## config.mk

```make
export PLATFORM = sky130hd
export DESIGN_NAME = srf_seq_flat
export DESIGN_NICKNAME = d
export VERILOG_FILES = /design/src/srf_pkg.sv /design/src/srf_if.sv /design/src/srf_seq.sv /design/src/flat_wrapper.sv
export VERILOG_INCLUDE_DIRS = /design/src /design/src/src
export SDC_FILE = /design/constraint.sdc
export NUM_CORES = 1
export LEC_CHECK = 0
export ABC_CLOCK_PERIOD_IN_PS = 17860
export BUFFER_PORTS_ARGS = -buffer_cell sky130_fd_sc_hd__buf_2
export CELL_PAD_IN_SITES_DETAIL_PLACEMENT = 2
export CELL_PAD_IN_SITES_GLOBAL_PLACEMENT = 2
export CORE_AREA = 2 2 394 396
export CTS_CLUSTER_SIZE = 12
export DETAILED_ROUTE_END_ITERATION = 10
export DIE_AREA = 0 0 396 398
export GPL_ROUTABILITY_DRIVEN = 0
export PLACE_DENSITY_LB_ADDON = 0.1
export REMOVE_ABC_BUFFERS = 1
export SYNTH_ARGS = -nofsm -noshare
export SYNTH_HDL_FRONTEND = slang
export SYNTH_SLANG_ARGS = --single-unit
```

## constraint.sdc

```tcl
create_clock -name clk_i -period 17.86 [get_ports clk_i]
set_input_delay 5.358 -clock clk_i [delete_from_list [all_inputs] [get_ports clk_i]]
set_output_delay 5.358 -clock clk_i [all_outputs]
set_load 0.05 [all_outputs]
```

## src/searchable_request_fifo_unit_defines.svh

```systemverilog
// ----------------------------------------------------------------------------
// searchable request fifo assertion macros
// concurrent assertion wrappers clocked on clk_i, disabled while rst_ni is low
// ----------------------------------------------------------------------------
`ifndef SEARCHABLE_REQUEST_FIFO_UNIT_DEFINES_SVH
`define SEARCHABLE_REQUEST_FIFO_UNIT_DEFINES_SVH

`ifndef NO_ASSERTIONS
`define SRF_ASSERT(lbl, prop) \
  lbl: assert property (@(posedge clk_i) disable iff (!rst_ni) (prop)) \
    else $error("srf assertion failed");
`define SRF_ASSERT_IMP(lbl, ante, cons) \
  lbl: assert property (@(posedge clk_i) disable iff (!rst_ni) (ante) |-> (cons)) \
    else $error("srf implication failed");
`define SRF_ASSERT_NXT(lbl, ante, cons) \
  lbl: assert property (@(posedge clk_i) disable iff (!rst_ni) (ante) |=> (cons)) \
    else $error("srf next-cycle check failed");
`else
`define SRF_ASSERT(lbl, prop)
`define SRF_ASSERT_IMP(lbl, ante, cons)
`define SRF_ASSERT_NXT(lbl, ante, cons)
`endif

`endif

```

## src/srf_pkg.sv

```systemverilog
// ----------------------------------------------------------------------------
// srf_pkg
// shared types, codes and the key canonicalization function
// ----------------------------------------------------------------------------
`timescale 1ns / 1ps

package srf_pkg;

  localparam int unsigned KEY_BYTES = 29;
  localparam int unsigned CFG_W     = 13;
  localparam int unsigned FIELD_W   = 13;
  localparam logic [CFG_W-1:0] CFG_RESET = 13'd3000;

  typedef struct packed {
    logic [39:0] p3;
    logic [63:0] p2;
    logic [63:0] p1;
    logic [63:0] p0;
  } key_t;

  typedef enum logic [1:0] {
    CMD_ENQ  = 2'd0,
    CMD_DEQ  = 2'd1,
    CMD_PEEK = 2'd2,
    CMD_FIND = 2'd3
  } cmd_e;

  typedef enum logic [1:0] {
    ST_OK    = 2'd0,
    ST_FULL  = 2'd1,
    ST_EMPTY = 2'd2
  } status_e;

  typedef enum logic [1:0] {
    S_IDLE,
    S_READ,
    S_SCAN,
    S_DONE
  } state_e;

  // clear every byte after the first zero byte
  function automatic key_t canon_key(input key_t k);
    logic [8*KEY_BYTES-1:0] b;
    logic ended;
    b = k;
    ended = 1'b0;
    for (int i = 0; i < KEY_BYTES; i++) begin
      if (ended) begin
        b[8*i +: 8] = 8'h00;
      end else if (b[8*i +: 8] == 8'h00) begin
        ended = 1'b1;
      end
    end
    return key_t'(b);
  endfunction

endpackage

```

## src/srf_if.sv

```systemverilog
// ----------------------------------------------------------------------------
// srf request and response channels
// valid/ready channels carrying a command with key and the command result
// ----------------------------------------------------------------------------
`timescale 1ns / 1ps

interface srf_req_if;
  logic        valid;
  logic        ready;
  logic [1:0]  command;
  logic [63:0] key_part0;
  logic [63:0] key_part1;
  logic [63:0] key_part2;
  logic [39:0] key_part3;

  modport source (
    output valid, command, key_part0, key_part1, key_part2, key_part3,
    input  ready
  );
  modport sink (
    input  valid, command, key_part0, key_part1, key_part2, key_part3,
    output ready
  );
endinterface

interface srf_rsp_if;
  logic        valid;
  logic        ready;
  logic [1:0]  status;
  logic        found;
  logic [12:0] position;
  logic [12:0] fill_count;
  logic [63:0] out_part0;
  logic [63:0] out_part1;
  logic [63:0] out_part2;
  logic [39:0] out_part3;

  modport source (
    output valid, status, found, position, fill_count,
    output out_part0, out_part1, out_part2, out_part3,
    input  ready
  );
  modport sink (
    input  valid, status, found, position, fill_count,
    input  out_part0, out_part1, out_part2, out_part3,
    output ready
  );
endinterface

```

## src/srf_seq.sv

```systemverilog
// ----------------------------------------------------------------------------
// srf_seq
// command sequencer with ring pointers, fill count and the shared key compare
// ----------------------------------------------------------------------------
`timescale 1ns / 1ps
`include "searchable_request_fifo_unit_defines.svh"

module srf_seq #(
  parameter int unsigned DEPTH = 4096
) (
  input  logic                       clk_i,
  input  logic                       rst_ni,
  input  logic [$clog2(DEPTH+1)-1:0] limit_i,
  srf_req_if.sink                    req_i,
  srf_rsp_if.source                  rsp_o,
  output logic                       mem_we_o,
  output logic [$clog2(DEPTH)-1:0]   mem_waddr_o,
  output srf_pkg::key_t              mem_wdata_o,
  output logic                       mem_re_o,
  output logic [$clog2(DEPTH)-1:0]   mem_raddr_o,
  input  srf_pkg::key_t              mem_rdata_i
);
  import srf_pkg::*;

  localparam int unsigned AW = $clog2(DEPTH);
  localparam int unsigned CW = $clog2(DEPTH + 1);
  localparam logic [AW-1:0] LAST_IDX = AW'(DEPTH - 1);

  state_e            state_q, state_d;
  cmd_e              cmd_q, cmd_d;
  key_t              key_q, key_d, key_in;
  key_t              data_q, data_d;
  status_e           status_q, status_d;
  logic              found_q, found_d;
  logic [CW-1:0]     pos_q, pos_d;
  logic [AW-1:0]     head_q, head_d, tail_q, tail_d, scan_idx_q, scan_idx_d;
  logic [CW-1:0]     count_q, count_d, cmp_n_q, cmp_n_d;
  logic              out_valid_q, out_valid_d;
  logic              load;
  logic              accept;
  logic              match;
  cmd_e              cmd_in;

  status_e           out_status_q;
  logic              out_found_q;
  logic [FIELD_W-1:0] out_pos_q, out_fill_q;
  key_t              out_data_q;

  function automatic logic [AW-1:0] next_idx(input logic [AW-1:0] i);
    return (i == LAST_IDX) ? '0 : i + AW'(1);
  endfunction

  assign req_i.ready = (state_q == S_IDLE);
  assign accept      = req_i.valid && req_i.ready;
  assign cmd_in      = cmd_e'(req_i.command);
  assign key_in      = canon_key(key_t'({req_i.key_part3, req_i.key_part2,
                                         req_i.key_part1, req_i.key_part0}));
  assign match       = (mem_rdata_i == key_q);

  always_comb begin
    state_d     = state_q;
    cmd_d       = cmd_q;
    key_d       = key_q;
    data_d      = data_q;
    status_d    = status_q;
    found_d     = found_q;
    pos_d       = pos_q;
    head_d      = head_q;
    tail_d      = tail_q;
    scan_idx_d  = scan_idx_q;
    count_d     = count_q;
    cmp_n_d     = cmp_n_q;
    out_valid_d = out_valid_q && !rsp_o.ready;
    load        = 1'b0;
    mem_we_o    = 1'b0;
    mem_waddr_o = tail_q;
    mem_wdata_o = key_in;
    mem_re_o    = 1'b0;
    mem_raddr_o = head_q;

    case (state_q)
      S_IDLE: begin
        if (accept) begin
          cmd_d    = cmd_in;
          key_d    = key_in;
          status_d = ST_OK;
          found_d  = 1'b0;
          pos_d    = '0;
          data_d   = '0;
          case (cmd_in)
            CMD_ENQ: begin
              if (count_q >= limit_i) begin
                status_d = ST_FULL;
              end else begin
                mem_we_o = 1'b1;
                tail_d   = next_idx(tail_q);
                count_d  = count_q + CW'(1);
              end
              state_d = S_DONE;
            end
            CMD_DEQ, CMD_PEEK: begin
              if (count_q == '0) begin
                status_d = ST_EMPTY;
                state_d  = S_DONE;
              end else begin
                mem_re_o = 1'b1;
                state_d  = S_READ;
              end
            end
            CMD_FIND: begin
              if (count_q == '0) begin
                state_d = S_DONE;
              end else begin
                mem_re_o   = 1'b1;
                scan_idx_d = next_idx(head_q);
                cmp_n_d    = '0;
                state_d    = S_SCAN;
              end
            end
            default: begin
              state_d = S_DONE;
            end
          endcase
        end
      end
      S_READ: begin
        data_d = mem_rdata_i;
        if (cmd_q == CMD_DEQ) begin
          head_d  = next_idx(head_q);
          count_d = count_q - CW'(1);
        end
        state_d = S_DONE;
      end
      S_SCAN: begin
        if (match) begin
          found_d = 1'b1;
          pos_d   = cmp_n_q + CW'(1);
          state_d = S_DONE;
        end else if (cmp_n_q + CW'(1) == count_q) begin
          state_d = S_DONE;
        end else begin
          mem_re_o    = 1'b1;
          mem_raddr_o = scan_idx_q;
          scan_idx_d  = next_idx(scan_idx_q);
          cmp_n_d     = cmp_n_q + CW'(1);
        end
      end
      S_DONE: begin
        if (!out_valid_q || rsp_o.ready) begin
          load        = 1'b1;
          out_valid_d = 1'b1;
          state_d     = S_IDLE;
        end
      end
      default: begin
        state_d = S_IDLE;
      end
    endcase
  end

  always_ff @(posedge clk_i or negedge rst_ni) begin
    if (!rst_ni) begin
      state_q     <= S_IDLE;
      head_q      <= '0;
      tail_q      <= '0;
      count_q     <= '0;
      out_valid_q <= 1'b0;
    end else begin
      state_q     <= state_d;
      head_q      <= head_d;
      tail_q      <= tail_d;
      count_q     <= count_d;
      out_valid_q <= out_valid_d;
    end
  end

  always_ff @(posedge clk_i) begin
    cmd_q      <= cmd_d;
    key_q      <= key_d;
    data_q     <= data_d;
    status_q   <= status_d;
    found_q    <= found_d;
    pos_q      <= pos_d;
    scan_idx_q <= scan_idx_d;
    cmp_n_q    <= cmp_n_d;
  end

  // result register, loaded on the way back to idle
  always_ff @(posedge clk_i) begin
    if (load) begin
      out_status_q <= status_q;
      out_found_q  <= found_q;
      out_pos_q    <= FIELD_W'(pos_q);
      out_fill_q   <= FIELD_W'(count_q);
      out_data_q   <= data_q;
    end
  end

  assign rsp_o.valid      = out_valid_q;
  assign rsp_o.status     = out_status_q;
  assign rsp_o.found      = out_found_q;
  assign rsp_o.position   = out_pos_q;
  assign rsp_o.fill_count = out_fill_q;
  assign rsp_o.out_part0  = out_data_q.p0;
  assign rsp_o.out_part1  = out_data_q.p1;
  assign rsp_o.out_part2  = out_data_q.p2;
  assign rsp_o.out_part3  = out_data_q.p3;

  `SRF_ASSERT(a_count_bound, count_q <= CW'(DEPTH))
  `SRF_ASSERT_IMP(a_write_below_limit, mem_we_o, count_q < limit_i)
  `SRF_ASSERT_IMP(a_scan_in_fill, state_q == S_SCAN, cmp_n_q < count_q)
  `SRF_ASSERT_NXT(a_done_holds, state_q == S_DONE && out_valid_q && !rsp_o.ready,
                  state_q == S_DONE)

endmodule

```

## src/flat_wrapper.sv

```systemverilog
// flat-port wrapper written by rule: the top's interface ports become plain ports
module srf_seq_flat import srf_pkg::*;
#(
  parameter int unsigned DEPTH = 4096
)
  (clk_i, rst_ni, limit_i, mem_we_o, mem_waddr_o, mem_wdata_o, mem_re_o, mem_raddr_o, mem_rdata_i, req_i_valid, req_i_command, req_i_key_part0, req_i_key_part1, req_i_key_part2, req_i_key_part3, req_i_ready, rsp_o_valid, rsp_o_status, rsp_o_found, rsp_o_position, rsp_o_fill_count, rsp_o_out_part0, rsp_o_out_part1, rsp_o_out_part2, rsp_o_out_part3, rsp_o_ready);
  srf_req_if req_i_i ();
  srf_rsp_if rsp_o_i ();
  input  logic clk_i;
  input  logic rst_ni;
  input  logic [$clog2(DEPTH+1)-1:0] limit_i;
  output logic mem_we_o;
  output logic [$clog2(DEPTH)-1:0] mem_waddr_o;
  output srf_pkg::key_t mem_wdata_o;
  output logic mem_re_o;
  output logic [$clog2(DEPTH)-1:0] mem_raddr_o;
  input  srf_pkg::key_t mem_rdata_i;
  input wire logic [$bits(req_i_i.valid)-1:0] req_i_valid;
  input wire logic [$bits(req_i_i.command)-1:0] req_i_command;
  input wire logic [$bits(req_i_i.key_part0)-1:0] req_i_key_part0;
  input wire logic [$bits(req_i_i.key_part1)-1:0] req_i_key_part1;
  input wire logic [$bits(req_i_i.key_part2)-1:0] req_i_key_part2;
  input wire logic [$bits(req_i_i.key_part3)-1:0] req_i_key_part3;
  output wire logic [$bits(req_i_i.ready)-1:0] req_i_ready;
  output wire logic [$bits(rsp_o_i.valid)-1:0] rsp_o_valid;
  output wire logic [$bits(rsp_o_i.status)-1:0] rsp_o_status;
  output wire logic [$bits(rsp_o_i.found)-1:0] rsp_o_found;
  output wire logic [$bits(rsp_o_i.position)-1:0] rsp_o_position;
  output wire logic [$bits(rsp_o_i.fill_count)-1:0] rsp_o_fill_count;
  output wire logic [$bits(rsp_o_i.out_part0)-1:0] rsp_o_out_part0;
  output wire logic [$bits(rsp_o_i.out_part1)-1:0] rsp_o_out_part1;
  output wire logic [$bits(rsp_o_i.out_part2)-1:0] rsp_o_out_part2;
  output wire logic [$bits(rsp_o_i.out_part3)-1:0] rsp_o_out_part3;
  input wire logic [$bits(rsp_o_i.ready)-1:0] rsp_o_ready;
  assign req_i_i.valid = req_i_valid;
  assign req_i_i.command = req_i_command;
  assign req_i_i.key_part0 = req_i_key_part0;
  assign req_i_i.key_part1 = req_i_key_part1;
  assign req_i_i.key_part2 = req_i_key_part2;
  assign req_i_i.key_part3 = req_i_key_part3;
  assign req_i_ready = req_i_i.ready;
  assign rsp_o_valid = rsp_o_i.valid;
  assign rsp_o_status = rsp_o_i.status;
  assign rsp_o_found = rsp_o_i.found;
  assign rsp_o_position = rsp_o_i.position;
  assign rsp_o_fill_count = rsp_o_i.fill_count;
  assign rsp_o_out_part0 = rsp_o_i.out_part0;
  assign rsp_o_out_part1 = rsp_o_i.out_part1;
  assign rsp_o_out_part2 = rsp_o_i.out_part2;
  assign rsp_o_out_part3 = rsp_o_i.out_part3;
  assign rsp_o_i.ready = rsp_o_ready;
  srf_seq #(.DEPTH(DEPTH)) u_core (.clk_i(clk_i), .rst_ni(rst_ni), .limit_i(limit_i), .req_i(req_i_i), .rsp_o(rsp_o_i), .mem_we_o(mem_we_o), .mem_waddr_o(mem_waddr_o), .mem_wdata_o(mem_wdata_o), .mem_re_o(mem_re_o), .mem_raddr_o(mem_raddr_o), .mem_rdata_i(mem_rdata_i));
endmodule
```

==> results of run 1 <==
## sequential cells by signal, summed over array words and instances (netlist names), 13 cells and up
| signal | cells |
|---|---|
| u_core.cmp_n_q | 13 |
| u_core.count_q | 13 |
| u_core.data_q | 232 |
| u_core.key_q | 232 |
| u_core.pos_q | 13 |
| u_core.rsp_o.fill_count | 13 |
| u_core.rsp_o.out_part0 | 64 |
| u_core.rsp_o.out_part1 | 64 |
| u_core.rsp_o.out_part2 | 64 |
| u_core.rsp_o.out_part3 | 40 |
| u_core.rsp_o.position | 13 |
## cell type report
cell class                      count  area, sq um
Clock inverter                     58        528.0
Tap cell                         2044         2557
Sequential cell                   808        24060
Fill cell                       16330       109100
Antenna cell                       30        75.07
Clock buffer                      126         2653
Timing Repair Buffer             1036         5293
Multi-Input combinational cell   1282         8894
Inverter                           49        191.4
## metrics by stage
step                cells  setup slack [ps]
floorplan            2139              1075
global placement     5218              1982
detailed placement   5219              2108
CTS                  5403              2093
global route         5412              1894
finish               5433              2025
## logic make-up after synthesis
logic type | count (synthesis) | share of synthesized area
buffers and inverters | 107 | 0.01442
AO/OA/AOI/OAI | 118 | 0.02269
AND/OR/NAND/NOR | 837 | 0.1485
flip-flops | 808 | 0.7224
XOR/XNOR | 279 | 0.07336
multiplexers | 12 | 0.004846
adder cells (fa/ha/maj) | 36 | 0.01375
## cells in the final DEF (no fill, tap or decap), types with 30 or more instances in the layout
cell       netlist  routed
and2_1         365     364
and3_1         104     104
buf_2            2    1003
buf_4           10      31
clkbuf_16        0     102
dfrtp_1         40      40
diode_2          0      30
edfxtp_1       768     768
ha_1            35      34
inv_1           49      48
nand2_1         85      84
nand4_1         42      42
nor2_1          52      51
nor4_1          95      83
o21ai_0         43      43
xnor2_1        123     123
xor2_1         156     156
## synthesized netlist by cell type, drive strengths merged (2+ instances only)
cell     number  area (sq um)
a2111o        2         22.52
a2111oi       2         17.52
a21o          4         30.03
a21oi        21         112.6
a22o          2         17.52
a2bb2oi       3         26.28
a31oi         4         25.02
and2        367          2296
and3        105         658.1
and4          2         20.02
buf          14         116.4
clkbuf       43         161.4
dfrtp        40          1001
edfxtp      768         23060
ha           35         437.9
inv          49         183.9
mux2         12         161.4
nand2        87         336.6
nand2b        8         50.05
nand3        24         120.1
nand3b        3         22.52
nand4        43         284.0
nor2         52         195.2
nor2b        15         93.84
nor3         14         75.07
nor4         96         606.8
nor4b         2         47.55
o2111ai       4         35.03
o21ai        43         215.2
o22ai        13         81.33
o2bb2ai       3         26.28
o311a         2         20.02
o31ai         5         37.54
or2           4         25.03
or3           3         20.02
or4           9         71.32
xnor2       123          1077
xor2        156          1366
## where the power goes
group	internal [mW]	switching (mW)	total, mW
Combinational	0.567	2.27	2.84
Clock	1.15	0.867	2.02
Sequential	3.03	0.276	3.31
## worst reg2reg max path, cell delays in order, from the launching register on
cell,delay (ps)
edfxtp_1,390
xnor2_1,620
nand4_1,170
nor4_1,890
nand2_1,380
nor4_2,970
nand4_1,420
a21oi_1,280
nor2_2,50
buf_4,260
## per-layer routing
metal | GRT usage | vias up | wire length [um]
met5 | 0 | - | 452
met4 | 0.06206 | 70 | 5879
met3 | 0.06713 | 330 | 12950
met2 | 0.3890 | 1011 | 88920
met1 | 0.2686 | 12240 | 73090
li1 | - | 10300 | -
## how the worst max path moves through the flow
| stage | cells after the start | slack (ps) | to |
|---|---|---|---|
| floorplan | 4 | 1080 | mem_re_o |
| global placement | 12 | 1980 | mem_wdata_o[227] |
| detailed placement | 13 | 2110 | mem_wdata_o[227] |
| CTS | 13 | 2090 | mem_wdata_o[227] |
| global route | 13 | 1890 | mem_wdata_o[229] |
| finish | 13 | 2030 | mem_wdata_o[227] |
==> results.sh, run 1 <==
export IMPL_avgSynthCellArea_sq_um=15.16
export IMPL_grt_max_degree=132
export IMPL_worstMarginPinSlew_ps=1180
export IMPL_dp_hpwl_um=147500
export IMPL_hold_start="u_core.data_q[38]"
export IMPL_fin_setup_tns_ps=0
export IMPL_holdPathStages=0
export IMPL_grt_pass1_wl_um=238700
export IMPL_die_w_um=396
export IMPL_vias=23950
export IMPL_hold_path_class="reg -> reg"
export IMPL_clk_path_buf_depth=3
export IMPL_r2r_setup_slack_ps=13130
export IMPL_placed_cell_area_sq_mm=0.04100
export IMPL_timing_rr_end="u_core.cmp_n_q[11]"
export IMPL_clk_latency_ps=710
export IMPL_reg2reg_depth=9
export IMPL_end_kind="output pin"
export IMPL_max_stage_delay_ps=960
export IMPL_via_per_inst=4.408
export IMPL_p_total_mw=8.166
export IMPL_cp_max_fo=19
export IMPL_fin_crit_sh=0.8866
export IMPL_ios=1004
export IMPL_powerDensity_mw_per_mm2=184.5
export IMPL_syn_inst=2197
export IMPL_critPathBufInv=5
export IMPL_holdPathEnd="u_core.rsp_o.out_part0[38]"
export IMPL_period_minus_slack_ps=15830
export IMPL_skew_ps=29.89
export IMPL_synth_seq_cells=808
export IMPL_grt_pass1_vias=25940
export IMPL_grt_antenna_before_repair=106
export IMPL_ys_async_sr_fraction=0.04950
export IMPL_cts_clk_slew_worst_paths_ps=60
export IMPL_synth_area_sq_mm=0.03331
export IMPL_ant_nets=0
export IMPL_rsz0062_at_grt="no"
export IMPL_cts_hold_fix_buffers=0
export IMPL_synth_warnings=0
export IMPL_path_cells="buf_2 -> nor4_1 -> nand2_1 -> and3_1 -> buf_4 -> nand2_1 -> nor4b_4 -> buf_4 -> and3_1 -> a21boi_2 -> buf_4 -> and2_1 -> buf_2"
export IMPL_final_area_sq_mm=0.04425
export IMPL_nets=3796
export IMPL_crit_start="req_i_key_part0[1]"
export IMPL_vdd_drop_max_v=0.0002201
export IMPL_drt_wl_total_um=181300
export IMPL_first_pass_iters=7
export IMPL_max_slew_margin_rel=0.2131
export IMPL_leakage_nw=17.20
export IMPL_area_growth_pct=32.86
export IMPL_drive_above_1_share=0.3638
export IMPL_max_cap_viol_count=0
export IMPL_grt_usage=0.2244
export IMPL_required_ps=12500
export IMPL_final_util=0.2886
export IMPL_drc=0
export IMPL_grt_overflow=0
export IMPL_htreeDepth=3
export IMPL_root_buffer="clkbuf_16"
export IMPL_worstPathArrival_ps=10480
export IMPL_wl_per_cell_um=33.37
export IMPL_die_area_sq_mm=0.1576
export IMPL_cpMostUsedCell="buf_4"
export IMPL_hold_worst_slack_ps=409.9
export IMPL_ctsResizeCount=0
export IMPL_crit_slowest_cell="nor4b_4"
export IMPL_fmax_mhz=63.15
export IMPL_drtIter0Drc=1333
export IMPL_synth_edf_count=768
export IMPL_crit_path_start_kind="primary input"
export IMPL_cts_buffers=100
export IMPL_post_cts_buffers=0
export IMPL_reg2reg_from="u_core.key_q[218]"
export IMPL_status="complete, no violations"
export IMPL_io_buffers=1003
export IMPL_ys_seq_area_frac=0.7224
export IMPL_synthFlopType="edfxtp_1"
export IMPL_critical_path_top_delay_family="simple AND/OR/NAND/NOR gates"
export IMPL_maxSlewViolCount=0
export IMPL_setup_viol=0
export IMPL_tritoncts="done"
export IMPL_num_rows=144
export IMPL_cts_sinks=808
export IMPL_crit_type="in -> out"
export IMPL_synth_distinct_cells=69
export IMPL_start_util=0.2172
export IMPL_fp_dieH_um=398
export IMPL_core_area_sq_mm=0.1533
export IMPL_hold_viol=0
(Power assumes the default switching activity.)
==> inputs of run 2 (changes only) <==
- ABC_AREA: default -> 1
- ABC_CLOCK_PERIOD_IN_PS: 17860 -> default
- CORE_AREA: 2 2 394 396 -> 2 2 386 388
- DIE_AREA: 0 0 396 398 -> 0 0 388 390
==> run 2 against run 1 <==
Clock power about the same. Critical path type unchanged. Cell count up 8.4%. Non-clock buffer count shrank 11. First-iteration DRC count fell by 19%. Synthesized cell count increased by 26%. Sequential cell count is the same. Clock-buffer cell count shrank 7. Worst setup slack better by 710 ps.
==> results.sh, run 2 <==
export IMPL_wl_per_cell_um=24.72
export IMPL_worstMarginPinSlew_ps=1032
export IMPL_ant_nets=0
export IMPL_die_area_sq_mm=0.1513
export IMPL_rsz0062_at_grt="no"
export IMPL_end_kind="output pin"
export IMPL_nets=4374
export IMPL_fin_crit_sh=0.8470
export IMPL_max_cap_viol_count=0
export IMPL_clk_path_buf_depth=3
export IMPL_drtIter0Drc=1078
export IMPL_yosysMostFrequentCell="edfxtp_1"
export IMPL_cts_buffers=100
export IMPL_grt_pass1_wl_um=200400
export IMPL_synth_area_top_cells="edfxtp_1, inv_1, nand2_1"
export IMPL_most_common_layout_cells="buf_2, edfxtp_1, inv_1"
export IMPL_core_area_sq_mm=0.1471
export IMPL_first_pass_iters=4
export IMPL_vdd_drop_max_v=0.00007267
export IMPL_synth_top_area_frac=0.6809
export IMPL_cp_max_fo=16
export IMPL_io_buffers=1003
export IMPL_final_util=0.3037
export IMPL_required_ps=12500
export IMPL_start_util=0.2302
export IMPL_cts_sinks=808
export IMPL_drt_wl_total_um=145500
export IMPL_status="complete, no violations"
export IMPL_clk_latency_ps=700
export IMPL_top_regs="u_core.data_q x232, u_core.key_q x232"
export IMPL_synth_seq_cells=808
export IMPL_ys_async_sr_fraction=0.04950
export IMPL_cts_clk_slew_worst_paths_ps=60
export IMPL_reg2reg_from="u_core.state_q[1]"
export IMPL_grt_usage=0.1890
export IMPL_worstPathArrival_ps=9770
export IMPL_r2r_setup_slack_ps=13280
export IMPL_maxSlewViolCount=0
export IMPL_root_buffer="clkbuf_16"
export IMPL_vias=24320
export IMPL_die_w_um=388
export IMPL_avgSynthCellArea_sq_um=12.23
export IMPL_hold_viol=0
export IMPL_via_per_inst=4.130
export IMPL_crit_path_start_kind="primary input"
export IMPL_nFillCells=16130
export IMPL_final_common_cell="buf_2"
export IMPL_post_place_ws_ps=2435
export IMPL_dp_hpwl_um=117500
export IMPL_synth_warnings=0
export IMPL_tritoncts="done"
export IMPL_synth_edf_count=768
export IMPL_synth_commonest_cells="edfxtp_1, inv_1, nand2_1"
export IMPL_period_minus_slack_ps=15130
export IMPL_synth_distinct_cells=41
export IMPL_max_slew_margin_rel=0.3061
export IMPL_crit_start="mem_rdata_i[131]"
export IMPL_drc=0
export IMPL_ios=1004
export IMPL_leakage_nw=20.04
export IMPL_ys_seq_area_frac=0.7105
export IMPL_hold_path_class="reg -> reg"
export IMPL_area_growth_pct=31.95
export IMPL_synth_area_sq_mm=0.03387
export IMPL_synthFlopType="edfxtp_1"
export IMPL_num_rows=141
export IMPL_fin_ws_ps=2732
export IMPL_yosysTopAreaCell="edfxtp_1"
export IMPL_grt_overflow=0
export IMPL_grt_max_degree=144
export IMPL_fp_dieH_um=390
export IMPL_drive_above_1_share=0.3053
export IMPL_ctsResizeCount=0
export IMPL_crit_type="in -> out"
export IMPL_post_cts_buffers=0
export IMPL_setup_viol=0
export IMPL_htreeDepth=3
export IMPL_hold_start="u_core.data_q[64]"
export IMPL_cts_hold_fix_buffers=0
export IMPL_fmax_mhz=66.10
export IMPL_grt_pass1_vias=26020
export IMPL_grt_antenna_before_repair=79
export IMPL_skew_ps=26.77
export IMPL_powerDensity_mw_per_mm2=167.4
export IMPL_syn_inst=2770
==> run 2: final cells by class <==
cell class / count / area (sq um) / share of cell area
Tap cell: 1930 / 2415 / 0.05403
Inverter: 577 / 2173 / 0.04863
Clock inverter: 65 / 658.1 / 0.01473
Timing Repair Buffer: 1025 / 5197 / 0.1163
Multi-Input combinational cell: 1343 / 7520 / 0.1683
Sequential cell: 808 / 24060 / 0.5384
Antenna cell: 20 / 50.05 / 0.001120
Clock buffer: 119 / 2615 / 0.05851
==> run 2: metal layers <==
metal / vias to the layer above / GRT usage / wire length (um) / share of wire
li1: 11340 / - / - / -
met1: 11830 / 0.2120 / 56180 / 0.39
met2: 822 / 0.3355 / 73320 / 0.50
met3: 266 / 0.05610 / 10410 / 0.072
met4: 60 / 0.07400 / 5227 / 0.036
met5: - / 0 / 366 / 0.0025
==> run 2: final timing paths <==
| check | cells past startpoint | endpoint |
|---|---|---|
| max | 11 | mem_raddr_o[6] |
| min | 0 | u_core.rsp_o.out_part1[0] |
| max reg2reg | 21 | u_core.count_q[12] |
| min reg2reg | 0 | u_core.rsp_o.out_part1[0] |
| max in group asynchronous | 2 | u_core.count_q[1] |
| min in group asynchronous | 2 | u_core.head_q[5] |
==> run 2: cell families after synthesis <==
kind of cell    Yosys count  share of synthesized area
compound gates          122                    0.02043
xor+xnor                252                    0.06516
fa+ha+maj                36                    0.01352
buf+inv                 619                    0.06949
flops                   808                     0.7105
simple gates            933                     0.1209
==> run 2: worst max-delay path, cell delays in order <==
cell and delay, ps:
buf_2 140, xnor2_1 140, nand3_1 480, nor4_2 950, nor4b_1 550, buf_4 230
nand4_1 340, nand3_1 560, inv_1 420, o21ai_0 270, buf_2 300
==> run 2: power by group <==
| part | total (mW) | switching [mW] | internal (mW) |
|---|---|---|---|
| Clock | 2.05 | 0.844 | 1.20 |
| Combinational | 2.26 | 1.79 | 0.470 |
| Sequential | 3.17 | 0.222 | 2.95 |
==> run 2: metrics by stage <==
stage	setup TNS [ps]	instance area [sq um]	power, mW	hold slack (ps)	cells
final	0	44690	7.483	393.1	5887
after global routing	0	44670	7.898	414.6	5879
after CTS	0	44640	7.646	395.2	5867
after detailed placement	0	41370	5.550	405.2	5683
after global placement	0	41370	5.504	400.4	5683
after floorplan	-1453290	33680	4.989	400.3	2728
